==> src/hw/rtl/pec_pkg.sv <==
`timescale 1ns / 1ps
`default_nettype none

package pec_pkg;

    // default sizes
    localparam int DEF_CHANNELS    = 2;
    localparam int DEF_SAMPLE_BITS = 24;

    // register field widths
    localparam int THRESH_W   = 23;
    localparam int COEFF_W    = 16;
    localparam int CFG_IDX_W  = 3;
    localparam int CFG_DATA_W = 23;

    // gain formats: Q1.16 gain, Q2.14 makeup, product of both feeds the output multiply
    localparam int GAIN_FRAC    = 16;
    localparam int GAIN_W       = GAIN_FRAC + 1;
    localparam int GM_W         = GAIN_W + COEFF_W;
    localparam int OUT_SHIFT    = 30;
    localparam logic [GAIN_W-1:0] GAIN_ONE = GAIN_W'(65536);
    localparam logic [GAIN_W-1:0] GAIN_MIN = GAIN_W'(6554);

    // register indexes
    localparam logic [CFG_IDX_W-1:0] CFG_THRESHOLD = 3'd0;
    localparam logic [CFG_IDX_W-1:0] CFG_INV_RATIO = 3'd1;
    localparam logic [CFG_IDX_W-1:0] CFG_ATTACK    = 3'd2;
    localparam logic [CFG_IDX_W-1:0] CFG_RELEASE   = 3'd3;
    localparam logic [CFG_IDX_W-1:0] CFG_MAKEUP    = 3'd4;

    // register reset values
    localparam logic [THRESH_W-1:0] RST_THRESHOLD = 23'd4194304;
    localparam logic [COEFF_W-1:0]  RST_INV_RATIO = 16'd16384;
    localparam logic [COEFF_W-1:0]  RST_ATTACK    = 16'd6554;
    localparam logic [COEFF_W-1:0]  RST_RELEASE   = 16'd66;
    localparam logic [COEFF_W-1:0]  RST_MAKEUP    = 16'd16384;

    // live register set
    typedef struct packed {
        logic [THRESH_W-1:0] threshold_level;
        logic [COEFF_W-1:0]  inverse_ratio;
        logic [COEFF_W-1:0]  attack_coeff;
        logic [COEFF_W-1:0]  release_coeff;
        logic [COEFF_W-1:0]  makeup_gain;
    } cfg_t;

    // divider status toward the sequencer
    typedef struct packed {
        logic                 done;
        logic [GAIN_FRAC-1:0] quot;
    } div_status_t;

endpackage

`default_nettype wire

==> src/hw/rtl/pec_mul.sv <==
`timescale 1ns / 1ps
`default_nettype none

module pec_mul #(
    parameter int AW = pec_pkg::DEF_SAMPLE_BITS,
    parameter int BW = pec_pkg::GM_W
) (
    input  wire logic             clk,
    input  wire logic [AW-1:0]    a,
    input  wire logic [BW-1:0]    b,
    output logic      [AW+BW-1:0] p
);
    import pec_pkg::*;

    logic [AW+BW-1:0] p_reg;
    logic [AW+BW-1:0] p_next;

    // unsigned product, registered
    always_comb
    begin
        p_next = (AW+BW)'(a) * (AW+BW)'(b);
    end

    always_ff @(posedge clk)
    begin
        p_reg <= p_next;
    end

    assign p = p_reg;

endmodule

`default_nettype wire

==> src/hw/rtl/pec_div.sv <==
`timescale 1ns / 1ps
`default_nettype none

module pec_div #(
    parameter int W = pec_pkg::DEF_SAMPLE_BITS
) (
    input  wire logic                clk,
    input  wire logic                rst_n,
    input  wire logic                start,
    input  wire logic [W-1:0]        num,
    input  wire logic [W-1:0]        den,
    output pec_pkg::div_status_t     status
);
    import pec_pkg::*;

    localparam int CNT_W = $clog2(GAIN_FRAC + 1);

    logic                 busy_reg,  busy_next;
    logic                 done_reg,  done_next;
    logic [CNT_W-1:0]     cnt_reg,   cnt_next;
    logic [W-1:0]         rem_reg,   rem_next;
    logic [W-1:0]         den_reg,   den_next;
    logic [GAIN_FRAC-1:0] quot_reg,  quot_next;
    logic [W:0]           rem_shift;
    logic [W:0]           rem_sub;
    logic                 fits;

    // one restoring step per cycle, numerator below divisor so all bits are fraction
    always_comb
    begin
        rem_shift = {rem_reg, 1'b0};
        rem_sub   = rem_shift - {1'b0, den_reg};
        fits      = rem_shift >= {1'b0, den_reg};

        busy_next = busy_reg;
        done_next = 1'b0;
        cnt_next  = cnt_reg;
        rem_next  = rem_reg;
        den_next  = den_reg;
        quot_next = quot_reg;

        if (start)
        begin
            busy_next = 1'b1;
            cnt_next  = CNT_W'(GAIN_FRAC);
            rem_next  = num;
            den_next  = den;
            quot_next = '0;
        end
        else if (busy_reg)
        begin
            rem_next  = fits ? rem_sub[W-1:0] : rem_shift[W-1:0];
            quot_next = {quot_reg[GAIN_FRAC-2:0], fits};
            cnt_next  = cnt_reg - CNT_W'(1);
            if (cnt_reg == CNT_W'(1))
            begin
                busy_next = 1'b0;
                done_next = 1'b1;
            end
        end
    end

    always_ff @(posedge clk or negedge rst_n)
    begin
        if (!rst_n)
        begin
            busy_reg <= 1'b0;
            done_reg <= 1'b0;
            cnt_reg  <= '0;
            rem_reg  <= '0;
            den_reg  <= '0;
            quot_reg <= '0;
        end
        else
        begin
            busy_reg <= busy_next;
            done_reg <= done_next;
            cnt_reg  <= cnt_next;
            rem_reg  <= rem_next;
            den_reg  <= den_next;
            quot_reg <= quot_next;
        end
    end

    assign status.done = done_reg;
    assign status.quot = quot_reg;

endmodule

`default_nettype wire

==> src/hw/rtl/pec_core.sv <==
`timescale 1ns / 1ps
`default_nettype none

module pec_core #(
    parameter int CHANNELS    = pec_pkg::DEF_CHANNELS,
    parameter int SAMPLE_BITS = pec_pkg::DEF_SAMPLE_BITS
) (
    input  wire logic                                 clk,
    input  wire logic                                 rst_n,
    input  wire pec_pkg::cfg_t                        cfg,
    input  wire logic                                 in_valid,
    output logic                                      in_ready,
    input  wire logic                                 channel,
    input  wire logic signed [SAMPLE_BITS-1:0]        sample_in,
    output logic [SAMPLE_BITS-1:0]                    mul_a,
    output logic [pec_pkg::GM_W-1:0]                  mul_b,
    input  wire logic [SAMPLE_BITS+pec_pkg::GM_W-1:0] mul_p,
    output logic                                      div_start,
    output logic [SAMPLE_BITS-1:0]                    div_num,
    output logic [SAMPLE_BITS-1:0]                    div_den,
    input  wire pec_pkg::div_status_t                 div_stat,
    output logic                                      res_valid,
    input  wire logic                                 res_ready,
    output logic                                      res_channel,
    output logic signed [SAMPLE_BITS-1:0]             res_sample
);
    import pec_pkg::*;

    localparam int B     = SAMPLE_BITS;
    localparam int CH_W  = (CHANNELS > 1) ? $clog2(CHANNELS) : 1;
    localparam int EXT_W = (B > THRESH_W) ? B : THRESH_W;
    localparam int PW    = B + GM_W;
    localparam int YW    = PW - OUT_SHIFT;
    localparam logic [B+COEFF_W:0] ROUND_UP = (B+COEFF_W+1)'((1 << COEFF_W) - 1);
    localparam logic [YW-1:0] POS_LIM = YW'((64'd1 << (B - 1)) - 64'd1);
    localparam logic [YW-1:0] NEG_LIM = YW'(64'd1 << (B - 1));

    typedef enum logic [3:0] {
        S_IDLE,
        S_ENV_MUL,
        S_ENV_UPD,
        S_COMP_MUL,
        S_COMP_DONE,
        S_DIV,
        S_GAIN_MUL,
        S_GAIN_DONE,
        S_OUT_MUL,
        S_OUT_DONE,
        S_RESULT
    } state_t;

    state_t              state_reg,   state_next;
    logic [B-1:0]        env_reg      [CHANNELS];
    logic [B-1:0]        env_next     [CHANNELS];
    logic [CH_W-1:0]     ch_sel_reg,  ch_sel_next;
    logic                ch_in_reg,   ch_in_next;
    logic                neg_reg,     neg_next;
    logic [B-1:0]        mag_reg,     mag_next;
    logic [B-1:0]        env_cur_reg, env_cur_next;
    logic                rise_reg,    rise_next;
    logic [GAIN_W-1:0]   gain_reg,    gain_next;
    logic [GM_W-1:0]     g2_reg,      g2_next;
    logic [B-1:0]        res_reg,     res_next;

    logic [CH_W-1:0]     ch_sel;
    logic [B-1:0]        s_u;
    logic [B-1:0]        mag;
    logic                rise;
    logic [B-1:0]        env_diff;
    logic [B-1:0]        rise_amt;
    logic [B+COEFF_W:0]  fall_sum;
    logic [B-1:0]        fall_amt;
    logic [B-1:0]        env_new;
    logic                above;
    logic [EXT_W-1:0]    thr_x;
    logic [EXT_W-1:0]    excess_x;
    logic [EXT_W-1:0]    knee_x;
    logic [YW-1:0]       y;
    logic [YW-1:0]       y_lim;
    logic [B-1:0]        res_val;

    // datapath around the shared multiplier
    always_comb
    begin
        ch_sel   = (CHANNELS > 1) ? CH_W'(channel) : '0;
        s_u      = sample_in;
        mag      = s_u[B-1] ? (~s_u + B'(1)) : s_u;

        rise     = mag_reg > env_cur_reg;
        env_diff = rise ? (mag_reg - env_cur_reg) : (env_cur_reg - mag_reg);

        // rise truncates, fall rounds the step up
        rise_amt = mul_p[B+COEFF_W-1:COEFF_W];
        fall_sum = {1'b0, mul_p[B+COEFF_W-1:0]} + ROUND_UP;
        fall_amt = fall_sum[B+COEFF_W-1:COEFF_W];
        env_new  = rise_reg ? (env_cur_reg + rise_amt) : (env_cur_reg - fall_amt);

        thr_x    = EXT_W'(cfg.threshold_level);
        above    = EXT_W'(env_new) > thr_x;
        excess_x = EXT_W'(env_cur_reg) - thr_x;
        knee_x   = thr_x + EXT_W'(mul_p[B+COEFF_W-1:COEFF_W]);

        // output scaling, saturation and sign
        y        = mul_p[PW-1:OUT_SHIFT];
        if (neg_reg)
        begin
            y_lim   = (y > NEG_LIM) ? NEG_LIM : y;
            res_val = B'(0) - y_lim[B-1:0];
        end
        else
        begin
            y_lim   = (y > POS_LIM) ? POS_LIM : y;
            res_val = y_lim[B-1:0];
        end
    end

    // multiplier operand select
    always_comb
    begin
        mul_a = '0;
        mul_b = '0;
        case (state_reg)
            S_ENV_MUL:
            begin
                mul_a = env_diff;
                mul_b = rise ? GM_W'(cfg.attack_coeff) : GM_W'(cfg.release_coeff);
            end
            S_COMP_MUL:
            begin
                mul_a = excess_x[B-1:0];
                mul_b = GM_W'(cfg.inverse_ratio);
            end
            S_GAIN_MUL:
            begin
                mul_a = B'(cfg.makeup_gain);
                mul_b = GM_W'(gain_reg);
            end
            S_OUT_MUL:
            begin
                mul_a = mag_reg;
                mul_b = g2_reg;
            end
            default:
            begin
                mul_a = '0;
                mul_b = '0;
            end
        endcase
    end

    // sequencer
    always_comb
    begin
        state_next   = state_reg;
        env_next     = env_reg;
        ch_sel_next  = ch_sel_reg;
        ch_in_next   = ch_in_reg;
        neg_next     = neg_reg;
        mag_next     = mag_reg;
        env_cur_next = env_cur_reg;
        rise_next    = rise_reg;
        gain_next    = gain_reg;
        g2_next      = g2_reg;
        res_next     = res_reg;

        case (state_reg)
            S_IDLE:
            begin
                if (in_valid)
                begin
                    ch_sel_next  = ch_sel;
                    ch_in_next   = channel;
                    neg_next     = s_u[B-1];
                    mag_next     = mag;
                    env_cur_next = env_reg[ch_sel];
                    state_next   = S_ENV_MUL;
                end
            end
            S_ENV_MUL:
            begin
                rise_next  = rise;
                state_next = S_ENV_UPD;
            end
            S_ENV_UPD:
            begin
                env_next[ch_sel_reg] = env_new;
                env_cur_next         = env_new;
                gain_next            = GAIN_ONE;
                state_next           = above ? S_COMP_MUL : S_GAIN_MUL;
            end
            S_COMP_MUL:
            begin
                state_next = S_COMP_DONE;
            end
            S_COMP_DONE:
            begin
                state_next = S_DIV;
            end
            S_DIV:
            begin
                if (div_stat.done)
                begin
                    gain_next  = (GAIN_W'(div_stat.quot) < GAIN_MIN) ?
                                 GAIN_MIN : GAIN_W'(div_stat.quot);
                    state_next = S_GAIN_MUL;
                end
            end
            S_GAIN_MUL:
            begin
                state_next = S_GAIN_DONE;
            end
            S_GAIN_DONE:
            begin
                g2_next    = mul_p[GM_W-1:0];
                state_next = S_OUT_MUL;
            end
            S_OUT_MUL:
            begin
                state_next = S_OUT_DONE;
            end
            S_OUT_DONE:
            begin
                res_next   = res_val;
                state_next = S_RESULT;
            end
            S_RESULT:
            begin
                if (res_ready)
                begin
                    state_next = S_IDLE;
                end
            end
            default:
            begin
                state_next = S_IDLE;
            end
        endcase
    end

    always_ff @(posedge clk or negedge rst_n)
    begin
        if (!rst_n)
        begin
            state_reg   <= S_IDLE;
            for (int i = 0; i < CHANNELS; i++)
            begin
                env_reg[i] <= '0;
            end
            ch_sel_reg  <= '0;
            ch_in_reg   <= 1'b0;
            neg_reg     <= 1'b0;
            mag_reg     <= '0;
            env_cur_reg <= '0;
            rise_reg    <= 1'b0;
            gain_reg    <= '0;
            g2_reg      <= '0;
            res_reg     <= '0;
        end
        else
        begin
            state_reg   <= state_next;
            env_reg     <= env_next;
            ch_sel_reg  <= ch_sel_next;
            ch_in_reg   <= ch_in_next;
            neg_reg     <= neg_next;
            mag_reg     <= mag_next;
            env_cur_reg <= env_cur_next;
            rise_reg    <= rise_next;
            gain_reg    <= gain_next;
            g2_reg      <= g2_next;
            res_reg     <= res_next;
        end
    end

    // divider feed: knee level over the new envelope
    assign div_start   = (state_reg == S_COMP_DONE);
    assign div_num     = knee_x[B-1:0];
    assign div_den     = env_cur_reg;

    assign in_ready    = (state_reg == S_IDLE);
    assign res_valid   = (state_reg == S_RESULT);
    assign res_channel = ch_in_reg;
    assign res_sample  = res_reg;

endmodule

`default_nettype wire

==> src/hw/rtl/peak_envelope_audio_compressor.sv <==
// Peak-envelope feed-forward compressor for interleaved audio channels.
// Input channel: in_valid / in_stall with channel and sample_in; a request is
// taken when in_valid is high and in_stall is low. Output channel: out_valid /
// out_stall with channel_out and sample_out, one result for every request.
// Settings are written on cfg_valid / cfg_ready (cfg_ready is always high):
// 0 threshold, 1 inverse ratio, 2 attack, 3 release, 4 makeup gain; write them
// only while no request is in flight.
// From acceptance a request passes the envelope multiply and update, then above
// the threshold the knee multiply and the gain division, then the makeup and
// output multiplies; a new request is taken once the last result is registered.
// One multiplier is shared by the envelope, knee, makeup and output products,
// and a bit-serial divider forms the gain.
// A finished result sits in the output register while the next request is
// worked on; if out_stall holds, the sequencer waits at its final step.
// Reset clears the per-channel envelopes to zero and loads the default settings.
`timescale 1ns / 1ps
`default_nettype none

module peak_envelope_audio_compressor #(
    parameter int CHANNELS    = pec_pkg::DEF_CHANNELS,
    parameter int SAMPLE_BITS = pec_pkg::DEF_SAMPLE_BITS
) (
    input  wire logic                            clk,
    input  wire logic                            rst_n,
    input  wire logic                            in_valid,
    output logic                                 in_stall,
    input  wire logic                            channel,
    input  wire logic signed [SAMPLE_BITS-1:0]   sample_in,
    output logic                                 out_valid,
    input  wire logic                            out_stall,
    output logic                                 channel_out,
    output logic signed [SAMPLE_BITS-1:0]        sample_out,
    input  wire logic                            cfg_valid,
    output logic                                 cfg_ready,
    input  wire logic [pec_pkg::CFG_IDX_W-1:0]   cfg_index,
    input  wire logic [pec_pkg::CFG_DATA_W-1:0]  cfg_data
);
    import pec_pkg::*;

    cfg_t                           cfg_reg,       cfg_next;
    logic                           out_valid_reg, out_valid_next;
    logic                           ch_out_reg,    ch_out_next;
    logic signed [SAMPLE_BITS-1:0]  smp_out_reg,   smp_out_next;

    logic                           core_ready;
    logic [SAMPLE_BITS-1:0]         mul_a;
    logic [GM_W-1:0]                mul_b;
    logic [SAMPLE_BITS+GM_W-1:0]    mul_p;
    logic                           div_start;
    logic [SAMPLE_BITS-1:0]         div_num;
    logic [SAMPLE_BITS-1:0]         div_den;
    div_status_t                    div_stat;
    logic                           res_valid;
    logic                           res_ready;
    logic                           res_channel;
    logic signed [SAMPLE_BITS-1:0]  res_sample;

    // setting writes
    always_comb
    begin
        cfg_next = cfg_reg;
        if (cfg_valid)
        begin
            case (cfg_index)
                CFG_THRESHOLD: cfg_next.threshold_level = cfg_data[THRESH_W-1:0];
                CFG_INV_RATIO: cfg_next.inverse_ratio   = cfg_data[COEFF_W-1:0];
                CFG_ATTACK:    cfg_next.attack_coeff    = cfg_data[COEFF_W-1:0];
                CFG_RELEASE:   cfg_next.release_coeff   = cfg_data[COEFF_W-1:0];
                CFG_MAKEUP:    cfg_next.makeup_gain     = cfg_data[COEFF_W-1:0];
                default:       cfg_next = cfg_reg;
            endcase
        end
    end

    // output register
    assign res_ready = !out_valid_reg || !out_stall;

    always_comb
    begin
        out_valid_next = out_valid_reg;
        ch_out_next    = ch_out_reg;
        smp_out_next   = smp_out_reg;
        if (res_valid && res_ready)
        begin
            out_valid_next = 1'b1;
            ch_out_next    = res_channel;
            smp_out_next   = res_sample;
        end
        else if (!out_stall)
        begin
            out_valid_next = 1'b0;
        end
    end

    always_ff @(posedge clk or negedge rst_n)
    begin
        if (!rst_n)
        begin
            cfg_reg.threshold_level <= RST_THRESHOLD;
            cfg_reg.inverse_ratio   <= RST_INV_RATIO;
            cfg_reg.attack_coeff    <= RST_ATTACK;
            cfg_reg.release_coeff   <= RST_RELEASE;
            cfg_reg.makeup_gain     <= RST_MAKEUP;
            out_valid_reg           <= 1'b0;
            ch_out_reg              <= 1'b0;
            smp_out_reg             <= '0;
        end
        else
        begin
            cfg_reg       <= cfg_next;
            out_valid_reg <= out_valid_next;
            ch_out_reg    <= ch_out_next;
            smp_out_reg   <= smp_out_next;
        end
    end

    // shared multiplier
    pec_mul #(
        .AW (SAMPLE_BITS),
        .BW (GM_W)
    ) u_mul (
        .clk (clk),
        .a   (mul_a),
        .b   (mul_b),
        .p   (mul_p)
    );

    // gain divider
    pec_div #(
        .W (SAMPLE_BITS)
    ) u_div (
        .clk    (clk),
        .rst_n  (rst_n),
        .start  (div_start),
        .num    (div_num),
        .den    (div_den),
        .status (div_stat)
    );

    // sequencer and envelope store
    pec_core #(
        .CHANNELS    (CHANNELS),
        .SAMPLE_BITS (SAMPLE_BITS)
    ) u_core (
        .clk         (clk),
        .rst_n       (rst_n),
        .cfg         (cfg_reg),
        .in_valid    (in_valid),
        .in_ready    (core_ready),
        .channel     (channel),
        .sample_in   (sample_in),
        .mul_a       (mul_a),
        .mul_b       (mul_b),
        .mul_p       (mul_p),
        .div_start   (div_start),
        .div_num     (div_num),
        .div_den     (div_den),
        .div_stat    (div_stat),
        .res_valid   (res_valid),
        .res_ready   (res_ready),
        .res_channel (res_channel),
        .res_sample  (res_sample)
    );

    assign in_stall    = !core_ready;
    assign cfg_ready   = 1'b1;
    assign out_valid   = out_valid_reg;
    assign channel_out = ch_out_reg;
    assign sample_out  = smp_out_reg;

endmodule

`default_nettype wire

==> config.mk <==
export PLATFORM = sky130hd
export DESIGN_NAME = peak_envelope_audio_compressor
export DESIGN_NICKNAME = d
export VERILOG_FILES = /design/src/hw/rtl/pec_pkg.sv /design/src/hw/rtl/pec_mul.sv /design/src/hw/rtl/pec_div.sv /design/src/hw/rtl/pec_core.sv /design/src/hw/rtl/peak_envelope_audio_compressor.sv
export SDC_FILE = /design/constraint.sdc
export NUM_CORES = 2
export LEC_CHECK = 0
export BUFFER_PORTS_ARGS = -buffer_cell sky130_fd_sc_hd__buf_2
export CAP_MARGIN = 25
export CORE_MARGIN = 5
export CORE_UTILIZATION = 55
export CTS_CLUSTER_DIAMETER = 60
export CTS_CLUSTER_SIZE = 8
export DETAILED_ROUTE_END_ITERATION = 8
export GPL_ROUTABILITY_DRIVEN = 0
export PLACE_DENSITY = 0.68
export SLEW_MARGIN = 20
export SYNTH_ARGS = -nofsm -noshare
export SYNTH_HDL_FRONTEND = slang
export SYNTH_SLANG_ARGS = --single-unit
==> constraint.sdc <==
create_clock -name clk -period 21 [get_ports clk]
set_clock_uncertainty 0.2 [all_clocks]
set_input_delay 4.2 -clock clk [delete_from_list [all_inputs] [get_ports clk]]
set_output_delay 4.2 -clock clk [all_outputs]
set_load 0.01 [all_outputs]
==> impl_metrics.py <==
metrics = {
    "run_status": {
        "result_of_the_run": "completed",
    },
    "cts": {
        "ctsLongestPathBuffers": 3,
        "clkSlewWorstSetupHoldPaths_ns": 0.06,
        "cts.sinks": 418,
        "postCtsResizedCells": 0,
        "clock_latency_on_the_worst_skew_pair_ns": 0.68,
        "tritoncts": "built",
        "cts-root-buf": "clkbuf_16",
        "cts_buffers": 60,
        "cts_htree_levels": 2,
        "hold_bufs_inserted_after_cts": 0,
        "cts_post_setup_buffers_inserted": 0,
    },
    "worst_setup_path": {
        "critical_path_required_ns": 21.34,
        "timing_worst_setup_path_type": "flop to flop",
        "timing.critical_path.to_type": "flop",
        "critPathSlowestCell": "a221o_1",
        "cp_num_buf_inv": 6,
        "crit_path_max_fanout": 33,
        "most_frequent_cell_on_the_critical_path": "fa_1",
        "critPathLaunchType": "flop",
        "cp.arrival_ns": 12.53,
        "critical_path.top_delay_family": "adder cells",
        "max_stage_delay_ns": 0.77,
    },
    "finish": {
        "drive_gt1_frac": 0.08161,
        "filler_cell_count": 8136,
        "largest_reg_flops": 87,
        "area.growth.synth_to_final_pct": 6.889,
        "most-common-layout-cells": "inv_1, nand2_1, fa_1",
        "final_nets": 6849,
        "layout_commonest_cell": "inv_1",
        "fin_area_mm2": 0.05436,
    },
    "floorplanning": {
        "die-area_mm2": 0.09865,
        "rows": 111,
        "chipHeight_um": 314.1,
        "starting_density": 0.5548,
        "die_w_um": 314.1,
        "core_region_area_mm2": 0.09166,
        "top_level_ports": 84,
    },
    "detailed_routing": {
        "number_of_drc_markers_after_the_initial_detailed_route_iteration": 5365,
        "number_of_search_and_repair_iterations_in_the_first_detailed_routing_pass": 9,
        "drc_errors": 0,
        "drt-total-wl_mm": 170.9,
        "vias": 42770,
        "route.detailed.vias_per_inst": 6.122,
        "drt-wirelength-per-cell_um": 24.46,
        "detail-route-antenna-nets": 0,
    },
    "logic_synthesis": {
        "synth.area.top_cells": "fa_1, dfrtp_1, ha_1",
        "synthesis.yosys.warnings": 0,
        "ys_async_sr_fraction": 0.8636,
        "ff_latch_count_synth": 418,
        "synth_top_area_frac": 0.2700,
        "synth-edff-count": 0,
        "post_synth_num_cell_types": 86,
        "netlist.top_cell.by_area": "fa_1",
        "syn_nets": 6887,
        "postSynthCellCount": 5794,
        "synth_sequential_area_ratio": 0.2004,
        "post_synth_instance_area_mm2": 0.05086,
        "synth_top_flop_cell": "dfrtp_1",
        "avgSynthCellArea_um2": 8.777,
    },
    "hold_path": {
        "hp_class": "flop to flop",
    },
    "global_routing": {
        "global_route_wire_length_before_repair_mm": 259.4,
        "globalRoute.busiestLayer": "met2",
        "grt_pass1_vias": 43010,
        "grtUsageMet1": 0.4696,
        "grt_util_met3": 0.1268,
        "antenna_found_initial": 13,
        "global_route_met2_usage": 0.5025,
        "globalRoute.totalOverflow": 0,
        "globalRouteTotalUtil": 0.3450,
        "largest_net_degree_at_the_start_of_global_routing": 105,
    },
    "placement": {
        "detailed_place.area_mm2": 0.05249,
        "dp_hpwl_mm": 133.0,
        "buffer_ports.inserted": 82,
    },
    "pwr": {
        "powerDensity_mw_per_mm2": 163.7,
        "ir_drop_mv": 0.1702,
        "p_leak_uw": 0.02668,
    },
    "timing": {
        "max-slew-margin-rel": 0.2140,
        "rsz0062_at_grt": "false",
        "minimum_clock_period_after_layout_ns": 12.18,
        "period_share": 0.5802,
        "max_freq_mhz": 82.07,
        "setup_tns_ns": 0,
        "worst_slew_pin_slew_ns": 1.179,
        "timing_max_transition_violations_final": 0,
        "hold_violations": 0,
        "setup_viol": 0,
    },
    "job": {
        "max_cap_violations": 0,
    },
}
-- through the flow --
step	setup slack, ns	std cells	total power, uW	hold WS, ns	util
finish	8.816	6986	8897	0.2719	0.5930
global route	8.163	6983	9506	0.2925	0.5929
CTS	9.193	6977	8680	0.2754	0.5921
detailed placement	9.154	6875	7713	0.2627	0.5726
global placement	9.292	6870	7581	0.2575	0.5721
floorplan	10.85	5794	5713	0.2446	-
-- per-layer routing --
metal	part of all wire	up-vias	wire [um]
met1	0.39	21060	66900
met4	0.052	6	8899
met5	0.00031	-	53
met3	0.14	489	24330
met2	0.41	2601	70690
li1	-	18610	-
-- Yosys cell counts (68+ instances only) --
cell      instances
a21o_1           68
a21oi_1         220
and2_1           74
clkbuf_1        227
dfrtp_1         349
fa_1            686
ha_1            351
inv_1           949
mux2_2          145
mux2i_1          84
nand2_1         772
nand2b_1         77
nor2_1          491
o21ai_0         278
xnor2_1         101
xor2_1           87
-- power by group --
group          leakage, uW  switching [uW]  internal [uW]  total (uW)
Clock             0.000841             385            540         924
Sequential         0.00503             320           1110        1430
Combinational       0.0208            4280           2260        6550
Total               0.0267            4990           3910        8900
-- worst register-to-register path: cells and delay by family (launching register included) --
kind,cells,cell delay [ns]
flops,1,0.49
fa+ha+maj,9,4.23
xor+xnor,2,0.39
buf+inv,6,0.80
simple gates,6,1.96
compound gates,11,4.03
-- final cells by class --
cell class,instances,area (um^2),share of cell area
Antenna cell,4,10.01,0.0001841
Clock buffer,96,1668,0.03068
Clock inverter,6,111.4,0.002049
Inverter,949,3562,0.06553
Multi-Input combinational cell,4152,36170,0.6654
Sequential cell,418,10190,0.1875
Tap cell,1186,1484,0.02730
Timing Repair Buffer,175,1161,0.02136
-- kinds of logic (layout without fill, tap and decap cells) --
group / Yosys count / count (layout) / synth area share
mux: 230 / 230 / 0.04894
flops: 418 / 418 / 0.2004
xor+xnor: 188 / 188 / 0.03238
simple gates: 1726 / 1726 / 0.1482
compound gates: 970 / 970 / 0.1221
other cells: 1 / 5 / 0.00007374
buf+inv: 1224 / 1226 / 0.09160
fa+ha+maj: 1037 / 1037 / 0.3564
-- path summary, 6_finish.rpt --
| kind | start | end | slack, ns | depth (start not counted) |
|---|---|---|---|---|
| worst min-delay path | u_core.res_sample[8] | u_core.res_sample[8] | 0.27 | 2 |
| min in group asynchronous | rst_n | u_div.cnt_reg[2] | 3.38 | 1 |
| max in group asynchronous | rst_n | u_core.g2_reg[21] | 15.03 | 3 |
| worst max register to register | u_core.div_den[20] | u_mul.p[49] | 8.82 | 34 |
| worst max-delay path | u_core.div_den[20] | u_mul.p[49] | 8.82 | 34 |
| worst min register to register | u_core.res_sample[8] | u_core.res_sample[8] | 0.27 | 2 |
Power figures use the tool's default switching activity.
